File: src/tfsa_pkg.sv
// Shared constants for the typed first-fit slot allocator.
// No dependencies; used by the top level only.
package tfsa_pkg;

	// Width of the slot-count configuration register
	localparam int unsigned CFG_BITS = 5;

	// Slot count after reset
	localparam logic [CFG_BITS-1:0] CFG_RESET = 5'd10;

	// Width of the reported slot index (index is taken modulo 16)
	localparam int unsigned SLOT_INDEX_BITS = 4;

endpackage

File: src/tfsa_slot_store.sv
// Slot store for the typed first-fit slot allocator: busy-until times and
// classes in a one-write, one-read memory, plus claimed bits in flops.
// Depends on nothing else; instantiated by typed_first_fit_slot_allocator.
module tfsa_slot_store #(
	parameter int unsigned MAX_SLOTS  = 16,
	parameter int unsigned TIME_BITS  = 32,
	parameter int unsigned CLASS_BITS = 8,
	parameter int unsigned IDX_BITS   = 4
) (
	input  logic                  clk,
	input  logic                  arst_n,
	// write port: claims the slot and stores its new busy-until time
	input  logic                  wr_en,
	input  logic [IDX_BITS-1:0]   wr_addr,
	input  logic [TIME_BITS-1:0]  wr_busy,
	input  logic [CLASS_BITS-1:0] wr_class,
	// read port: data is registered and shows up in the cycle after the address
	input  logic [IDX_BITS-1:0]   rd_addr,
	output logic [TIME_BITS-1:0]  rd_busy_q,
	output logic [CLASS_BITS-1:0] rd_class_q,
	output logic                  rd_claimed_q
);

	logic [TIME_BITS-1:0]  busy_mem  [MAX_SLOTS];
	logic [CLASS_BITS-1:0] class_mem [MAX_SLOTS];
	logic [MAX_SLOTS-1:0]  claimed_q;

	// Memory write; entries of unclaimed slots are never used
	always_ff @(posedge clk) begin
		if (wr_en) begin
			busy_mem[wr_addr]  <= wr_busy;
			class_mem[wr_addr] <= wr_class;
		end
	end

	// Registered memory read
	always_ff @(posedge clk) begin
		rd_busy_q  <= busy_mem[rd_addr];
		rd_class_q <= class_mem[rd_addr];
	end

	// Claimed bits: cleared at reset, gate the memory contents
	always_ff @(posedge clk or negedge arst_n) begin
		if (!arst_n) begin
			claimed_q    <= '0;
			rd_claimed_q <= 1'b0;
		end else begin
			if (wr_en) begin
				claimed_q[wr_addr] <= 1'b1;
			end
			rd_claimed_q <= claimed_q[rd_addr];
		end
	end

endmodule

File: src/typed_first_fit_slot_allocator.sv
// Typed first-fit slot allocator: one request in, one grant result out.
// Depends on tfsa_pkg and tfsa_slot_store.
//
// A request is taken when start is high and busy is low. The block walks the
// slots from index 0 with one comparator, one slot per cycle, fed by the
// single read port of the slot store; it stops at the first slot that is
// unclaimed or holds the same class and is free by start_time. The result is
// on granted and slot_index for exactly one cycle with done high, and must be
// captured then: the receiver cannot hold it off. A scan covers at most
// min(slots_in_use, MAX_SLOTS) slots; with a slot count of zero it is
// refused without a scan. busy is low again in the cycle that done is high,
// so the next request may be taken there. cfg_we/cfg_wdata set slots_in_use
// and must only be used while busy and done are low. No clearing pass.
module typed_first_fit_slot_allocator #(
	parameter int unsigned MAX_SLOTS  = 16,
	parameter int unsigned TIME_BITS  = 32,
	parameter int unsigned CLASS_BITS = 8
) (
	input  logic                                 clk,
	input  logic                                 arst_n,
	// request side
	input  logic                                 start,
	output logic                                 busy,
	input  logic [TIME_BITS-1:0]                 start_time,
	input  logic [TIME_BITS-1:0]                 hold_duration,
	input  logic [CLASS_BITS-1:0]                class_code,
	// result side
	output logic                                 done,
	output logic                                 granted,
	output logic [tfsa_pkg::SLOT_INDEX_BITS-1:0] slot_index,
	// configuration
	input  logic                                 cfg_we,
	input  logic [tfsa_pkg::CFG_BITS-1:0]        cfg_wdata
);

	localparam int unsigned IDX_BITS = (MAX_SLOTS > 1) ? $clog2(MAX_SLOTS) : 1;
	localparam int unsigned CNT_BITS = $clog2(MAX_SLOTS + 1);

	typedef enum logic {
		ST_IDLE,
		ST_SCAN
	} state_t;

	state_t                        state_q;
	logic [tfsa_pkg::CFG_BITS-1:0] slots_in_use_q;
	logic [TIME_BITS-1:0]          start_q;
	logic [TIME_BITS-1:0]          end_q;
	logic [CLASS_BITS-1:0]         cls_q;
	logic [IDX_BITS-1:0]           idx_q;
	logic [CNT_BITS-1:0]           limit_q;
	logic                          done_q;
	logic                          granted_q;
	logic [tfsa_pkg::SLOT_INDEX_BITS-1:0] slot_index_q;

	logic                  accept;
	logic [TIME_BITS:0]    sum_c;
	logic [TIME_BITS-1:0]  end_c;
	logic [CNT_BITS-1:0]   limit_c;
	logic                  take_c;
	logic                  last_c;
	logic                  wr_en;
	logic [IDX_BITS-1:0]   rd_addr;
	logic [TIME_BITS-1:0]  rd_busy;
	logic [CLASS_BITS-1:0] rd_class;
	logic                  rd_claimed;

	assign busy       = (state_q != ST_IDLE);
	assign done       = done_q;
	assign granted    = granted_q;
	assign slot_index = slot_index_q;
	assign accept     = start && !busy;

	// Configuration register
	always_ff @(posedge clk or negedge arst_n) begin
		if (!arst_n) begin
			slots_in_use_q <= tfsa_pkg::CFG_RESET;
		end else if (cfg_we) begin
			slots_in_use_q <= cfg_wdata;
		end
	end

	// Saturating end time and clamped slot count, computed at request accept
	always_comb begin
		sum_c = {1'b0, start_time} + {1'b0, hold_duration};
		end_c = sum_c[TIME_BITS] ? '1 : sum_c[TIME_BITS-1:0];
		if (32'(slots_in_use_q) > 32'(MAX_SLOTS)) begin
			limit_c = CNT_BITS'(MAX_SLOTS);
		end else begin
			limit_c = CNT_BITS'(slots_in_use_q);
		end
	end

	// Shared fit check on the slot currently read out
	always_comb begin
		take_c = !rd_claimed || ((rd_class == cls_q) && (start_q >= rd_busy));
		last_c = ((CNT_BITS'(idx_q) + 1'b1) == limit_q);
		wr_en  = (state_q == ST_SCAN) && take_c;
	end

	// Read slot 0 while idle, the next slot while scanning
	assign rd_addr = (state_q == ST_SCAN) ? (idx_q + 1'b1) : '0;

	// Sequencer with registered result
	always_ff @(posedge clk or negedge arst_n) begin
		if (!arst_n) begin
			state_q      <= ST_IDLE;
			done_q       <= 1'b0;
			granted_q    <= 1'b0;
			slot_index_q <= '0;
			idx_q        <= '0;
			limit_q      <= '0;
			start_q      <= '0;
			end_q        <= '0;
			cls_q        <= '0;
		end else begin
			done_q       <= 1'b0;
			granted_q    <= 1'b0;
			slot_index_q <= '0;
			case (state_q)
				ST_IDLE: begin
					if (accept) begin
						start_q <= start_time;
						end_q   <= end_c;
						cls_q   <= class_code;
						limit_q <= limit_c;
						idx_q   <= '0;
						if (limit_c == '0) begin
							// nothing to scan: refuse at once
							done_q <= 1'b1;
						end else begin
							state_q <= ST_SCAN;
						end
					end
				end
				ST_SCAN: begin
					if (take_c) begin
						done_q       <= 1'b1;
						granted_q    <= 1'b1;
						slot_index_q <= tfsa_pkg::SLOT_INDEX_BITS'(idx_q);
						state_q      <= ST_IDLE;
					end else if (last_c) begin
						done_q  <= 1'b1;
						state_q <= ST_IDLE;
					end else begin
						idx_q <= idx_q + 1'b1;
					end
				end
				default: begin
					state_q <= ST_IDLE;
				end
			endcase
		end
	end

	tfsa_slot_store #(
		.MAX_SLOTS (MAX_SLOTS),
		.TIME_BITS (TIME_BITS),
		.CLASS_BITS(CLASS_BITS),
		.IDX_BITS  (IDX_BITS)
	) u_store (
		.clk         (clk),
		.arst_n      (arst_n),
		.wr_en       (wr_en),
		.wr_addr     (idx_q),
		.wr_busy     (end_q),
		.wr_class    (cls_q),
		.rd_addr     (rd_addr),
		.rd_busy_q   (rd_busy),
		.rd_class_q  (rd_class),
		.rd_claimed_q(rd_claimed)
	);

	// A result is only issued once the scan has ended
	a_done_idle: assert property (@(posedge clk) disable iff (!arst_n)
		done |-> !busy)
		else $error("result issued while still scanning");

	// A grant or a nonzero index only comes with the strobe
	a_grant_strobe: assert property (@(posedge clk) disable iff (!arst_n)
		(granted || (slot_index != '0)) |-> done)
		else $error("grant fields set without done");

	// An accepted request either starts a scan or is refused next cycle
	a_accept_next: assert property (@(posedge clk) disable iff (!arst_n)
		accept |=> (busy || (done && !granted)))
		else $error("accepted request neither scanned nor refused");

	// The scan stays inside the configured slot range
	a_scan_range: assert property (@(posedge clk) disable iff (!arst_n)
		(state_q == ST_SCAN) |-> (CNT_BITS'(idx_q) < limit_q))
		else $error("scan index beyond slot count");

endmodule
File: config.mk
export PLATFORM = sky130hd
export DESIGN_NAME = typed_first_fit_slot_allocator
export DESIGN_NICKNAME = d
export VERILOG_FILES = /design/src/tfsa_pkg.sv /design/src/tfsa_slot_store.sv /design/src/typed_first_fit_slot_allocator.sv
export SDC_FILE = /design/constraint.sdc
export NUM_CORES = 1
export LEC_CHECK = 0
export BUFFER_PORTS_ARGS = -buffer_cell sky130_fd_sc_hd__buf_2
export CORE_MARGIN = 1.5
export CORE_UTILIZATION = 45
export CTS_CLUSTER_DIAMETER = 120
export DETAILED_ROUTE_END_ITERATION = 7
export SYNTH_ARGS = -nofsm -noshare
export SYNTH_HDL_FRONTEND = slang
export SYNTH_SLANG_ARGS = --single-unit
export TNS_END_PERCENT = 10
File: constraint.sdc
create_clock -name clk -period 8.2 [get_ports clk]
set_clock_uncertainty 0.05 [all_clocks]
set_input_delay 0.41 -clock clk [delete_from_list [all_inputs] [get_ports clk]]
set_output_delay 0.41 -clock clk [all_outputs]
set_load 0.01 [all_outputs]
Word level (Yosys, flattened, before mapping)
Memory sizes are Yosys's and may differ from the RTL's. A register that Yosys moved wholly into a read port is not among the register bits. Cells that the tools add are included.

$add $sub $neg: 3. $mul: 0. Divide/modulo/power cells: 0. Order comparisons: 5. Equal/unequal tests: 5. Shifts and indexed selects: 0. Mux-type cells: 27. Bitwise operators: 2. Reductions and logical operators: 10.

Operators by type and width (number): adder 32 x 32 -> 33 bit (1); greater-or-equal comparator 32 bit (1); two-way mux 32 bit (1); two-way mux 4 bit (6); bitwise OR 16 bit (1); two-way mux 1 bit (14); less-than comparator 4 x 5 -> 1 bit, second input constant (2); equality test 8 bit (1); case mux 4 bit (2 select lines) (1); inequality test 2 bit, second input constant (3); adder 4 x 1 -> 5 bit, second input constant (1); equality test 5 bit (1); greater-than comparator 5 bit, second input constant (1); logical NOT 5 bit (1); two-way mux 5 bit (1); adder 4 x 1 -> 4 bit, second input constant (1); binary-select mux 1 bit (select 4 bit) (1); demux 1 bit (select 4 bit) (1); greater-or-equal comparator 4 x 1 -> 1 bit, second input constant (1); logical AND 1 bit (4); case mux 1 bit (2 select lines) (2); AND reduction 3 bit (1); logical NOT 1 bit (2); AND reduction 2 bit (1); other kinds (2) (2).

Register bits after elaboration: 110. Bits in latches: 0. Memory bits (writable): 640. Bits in read-only memories: 0. Input port bits: 81. Logic and storage cells: 66. Memories: 2.

Memory list: u_store.busy_mem (words 16, width 32, rd ports 1, clocked after Yosys merged registers in 1, write ports 1, line tfsa_slot_store.sv:24) `logic [TIME_BITS-1:0] busy_mem [MAX_SLOTS];`; u_store.class_mem (words 16, width 8, rd ports 1, clocked after Yosys merged registers in 1, write ports 1, line tfsa_slot_store.sv:25) `logic [CLASS_BITS-1:0] class_mem [MAX_SLOTS];`.

Depth between registers and ports, before layout
Depth in word-level cells: 6. Gate-level depth with buffers: 12. Gate-level depth less buffers: 11.

Hierarchy
Synthesis repeated with hierarchy kept, for this count alone.

Cells, all modules: 1788. Area, all modules: 31547.8 µm².

Modules (own cells, without submodules): tfsa_slot_store (times used 1, cells each 1082, area each 25394.4 µm², sequential area each 20444.6 µm²); typed_first_fit_slot_allocator (times used 1, cells each 706, area each 6153.4 µm², sequential area each 2329.7 µm²).

Worst setup path after synthesis
Ideal clock, no wire load.

Path kind: flip-flop to flip-flop. Start: register start_q[6]. End: register u_store.claimed_q[7]. Library setup time: 0.088 ns. Arrival time: 6.171 ns. Slack: 1.891 ns. Stages on the path, launching flop included: 12. Buffers on the path: 1. Cell sequence: dfrtp_1 ha_1 and3_1 a22o_1 o21ai_0 and4b_1 o21ai_0 a21boi_1 or2_2 clkbuf_1 nor4_1 or2_2.

Longest elaborated chain between the ends: 4.

Ends and longest elaborated chain: from (decl) (line typed_first_fit_slot_allocator.sv:46) `logic [TIME_BITS-1:0] start_q;`; from (signal assigned) (line typed_first_fit_slot_allocator.sv:122) `start_q <= start_time;`; greater-or-equal comparator 32 bit (line typed_first_fit_slot_allocator.sv:95) `take_c = !rd_claimed || ((rd_class == cls_q) && (start_q >= rd_busy));`; logical AND 1 bit (line typed_first_fit_slot_allocator.sv:95); logical OR 1 bit (line typed_first_fit_slot_allocator.sv:95); logical AND 1 bit (line typed_first_fit_slot_allocator.sv:97) `wr_en = (state_q == ST_SCAN) && take_c;`; to (signal assigned) (line tfsa_slot_store.sv:45) `claimed_q <= '0;`; to (signal, indexed assignment) (line tfsa_slot_store.sv:49) `claimed_q[wr_addr] <= 1'b1;`; to (decl) (line tfsa_slot_store.sv:26) `logic [MAX_SLOTS-1:0] claimed_q;`.

No other way between the ends. A chain may end at the register's enable or synchronous reset.

Worst setup path after layout
Start: register idx_q[0]. End: register u_store.rd_busy_q[21] (read register of u_store.busy_mem).

Longest elaborated chain between the ends: 2.

Ends and longest elaborated chain: from (decl) (line typed_first_fit_slot_allocator.sv:49) `logic [IDX_BITS-1:0] idx_q;`; from (signal assigned) (line typed_first_fit_slot_allocator.sv:145) `idx_q <= idx_q + 1'b1;`; adder 4 x 1 -> 4 bit (line typed_first_fit_slot_allocator.sv:101) `assign rd_addr = (state_q == ST_SCAN) ? (idx_q + 1'b1) : '0;`; two-way mux 4 bit (line typed_first_fit_slot_allocator.sv:101); to (decl) (line tfsa_slot_store.sv:19) `output logic [TIME_BITS-1:0] rd_busy_q,`.

No other way between the ends.

==> results.md <==
- Leakage power: 13.2 nW
- DIE AREA: 74400 sq um
- Worst rel slew slack: 24.1%
- Clk pin slew, worst setup/hold paths: 70 ps
- CP Max Fanout: 85
- Total track usage: 23.5%
- TritonCTS clock tree: done
- Most used cell, CP: a21oi_1
- # diodes: 0
- FMAX: 225 MHz
- Final setup vio count: 0
- Worst hold slack: 60.3 ps
- Rows: 98
- HP Start: start_time[26]
- Clock root buffer: clkbuf_16
- Worst path required time: 8640 ps
- PwrDens: 358 nW/um^2
- Pre-Repair DR Iteration Count: 5
- Longest Clk Path Bufs: 3
- Post-CTS resize count: 0
- CTS H-tree lvls: 3
- Core ar.: 71700 sq um
- First-pass GRT wire length: 131000 um
- Area post-placement: 34100 sq um
- Worst setup margin: 3760 ps
- YS warnings: 0
- Worst path cell trace: inv_4 > ha_1 > nand2_4 > buf_4 > a211oi_1 > a311oi_1 > a21oi_1 > a21oi_1
- Fin Setup TNS: 0 ps
- Synth Flop Type: edfxtp_1
- IO Port Bufs: 87
- Cts bufs inserted: 80
- Routability cong.: 0.758
- First DRT Iteration DRCs: 1914
- Finished Cell Area: 37300 sq um
- Netlist cell types: 74
- Final slew viol count: 0
- WHS Endpoint: start_q[26]
- Hold crit path type: in -> reg
- Post-Route WL: 87200 um
- Crit. End Element: flop
- Antenna-violating nets left: 0
- Die height: 273 um
- Cells on worst reg2reg path: 8
- Top Ports: 88
- Synth Cell Area: 32700 sq um
- Final-report hold violation count: 0
- Antenna violations before repair: 2
- Synthesis-stage register bit count: 790
- Hold_buf cts: 45
- DP HPWL: 46600 um
- Layout cell share with drive strength beyond 1: 12.2%
- Vias/cell: 5.92
- Syn Inst Count: 2456
- Wire per inst: 24.4 um
- Commonest non-fill, non-tap cell in the layout: edfxtp_1
- Crit path largest cell delay: 1080 ps
- Post-CTS Setup Repair Bufs: 0
- Kind of critical path: reg -> reg
- Part of the cycle the worst path needs: 54.1%
- Post-Place Cells: 3377
- R2R setup slack: 3760 ps
- Clock Latency Late Sink: 630 ps
- DRC violation count after routing: 0
- Commonest non-fill, non-tap cells in the layout: edfxtp_1 (640), nand2_1 (467), a211oi_1 (202)
- CTS Sinks: 790
- Final net count: 2704
- Max-cap check violation count: 0
- Largest net degree at the start of global routing: 106
- Unrepaired setup endpoints after global routing: false
- Fin crit period: 4440 ps
- Post-place setup slack: 3820 ps
- Reg2Reg Launch Point: idx_q[0]
- Slowest cell on crit path: dfrtp_4
- DR vias: 21149
- Finished Layout Cells: 3571
- Number of global-route vias before repair: 20899
- Net count after synthesis: 2606
- Crit path DAT: 4880 ps
- Initial core utilization: 45.6%
- Number of synthesized flops with an enable pin: 640
- Worst hold stages: 3
- GRT overflow: 0
- Max VDD drop: 307 uV
- Average cell area after synthesis: 13.3 sq um
- R2r endpoint: u_store.rd_busy_q[21]
- Setup crit start kind: flop
- DIE WIDTH: 273 um
- Slew @ Worst Pin: 1140 ps
- Sequential area share after synthesis: 69.6%
- Post-synth ARST share: 13.9%
- Area Overhead vs Synth: 14.0%
- Status: completed
[routing by layer]
layer	vias up	routed length, um	GRT usage (%)
met3	119	5160	3.08
met1	10823	39800	34.1
met5	-	0	0
met2	745	40400	37.2
li1	9462	-	-
met4	0	1840	6.68
[registers in the layout, summed over array words and instances (netlist names)]
name,flops
u_store.rd_busy_q,32
start_q,32
busy,1
cls_q,8
u_store.rd_class_q,8
u_store.rd_claimed_q,1
end_q,32
u_store.claimed_q,16
slots_in_use_q,5
idx_q,4
done,1
granted,1
slot_index,4
limit_q,5
u_store.class_mem,128
u_store.busy_mem,512
[cells by family (layout without fill, tap and decap cells)]
group           count (synthesis)  in the layout  synth area share (%)
compound gates                610            610                  13.4
xor+xnor                       42             42                  1.12
fa+ha+maj                      69             69                  2.66
buf+inv                       198            363                  2.35
flops                         790            790                  69.6
mux                             9              9                 0.409
simple gates                  738            738                  10.4
[cell type report]
class	instances	area, sq um
fill	6005	34400
timing repair buffer	169	1180
multi-input combinational	1468	9280
clock inverter	34	410
inverter	45	171
clock buffer	115	2320
sequential	790	22800
tap	950	1190
[synthesized netlist by cell type (5+ instances only)]
master / number / share of area [%]
or2_2: 16 / 0.31
and3_1: 18 / 0.34
a21o_1: 25 / 0.57
mux2_2: 5 / 0.17
dfxtp_1: 40 / 2.4
nor2b_1: 9 / 0.17
a31oi_1: 82 / 1.6
nand4_1: 12 / 0.23
dfrtp_1: 108 / 8.3
a311oi_1: 80 / 2.1
edfxtp_1: 640 / 59
xor2_1: 11 / 0.29
o21ai_0: 23 / 0.35
o21bai_1: 5 / 0.11
clkbuf_1: 145 / 1.7
nor2_1: 16 / 0.18
nand2b_1: 7 / 0.13
o31ai_1: 5 / 0.11
a211oi_1: 202 / 4.6
nand2_1: 470 / 5.4
and2_1: 160 / 3.1
nor3_1: 6 / 0.092
o22a_1: 30 / 0.80
inv_1: 43 / 0.49
xnor2_1: 31 / 0.83
a21oi_1: 116 / 1.8
ha_1: 68 / 2.6
nand3_1: 8 / 0.12
nand3b_1: 6 / 0.14
[power breakdown]
part | switching [mW] | total (mW) | internal (mW)
Sequential | 0.644 | 5.85 | 5.20
Clock | 1.51 | 3.76 | 2.26
Combinational | 2.44 | 3.76 | 1.32
Total | 4.60 | 13.4 | 8.78
[through the flow]
step | util [%] | total power [mW]
2_1_floorplan | - | 8.31
5_1_grt | 52.0 | 14.0
4_1_cts | 52.0 | 13.4
3_3_place_gp | 47.6 | 9.59
6_report | 52.0 | 13.4
3_5_place_dp | 47.6 | 9.66
[worst max-delay path, delay by kind of cell, from the launching register on]
kind | cells | cell delay (ps)
DFF | 1 | 1080
adders and majority gates | 1 | 510
and+or+nand+nor | 1 | 550
AOI/OAI and AO/OA | 4 | 860
buffers and inverters | 2 | 1200
[how the worst max path moves through the flow]
stage	start	endpoint	slack [ps]	cells after the start
finish	idx_q[0]	u_store.rd_busy_q[21]	3760	8
global placement	idx_q[0]	u_store.rd_busy_q[21]	3880	8
detailed placement	idx_q[0]	u_store.rd_busy_q[21]	3820	8
global route	idx_q[0]	u_store.rd_busy_q[7]	3540	8
CTS	idx_q[0]	u_store.rd_busy_q[21]	3790	8
floorplan	start_q[6]	u_store.claimed_q[7]	1890	11
(Power assumes the default switching activity.)
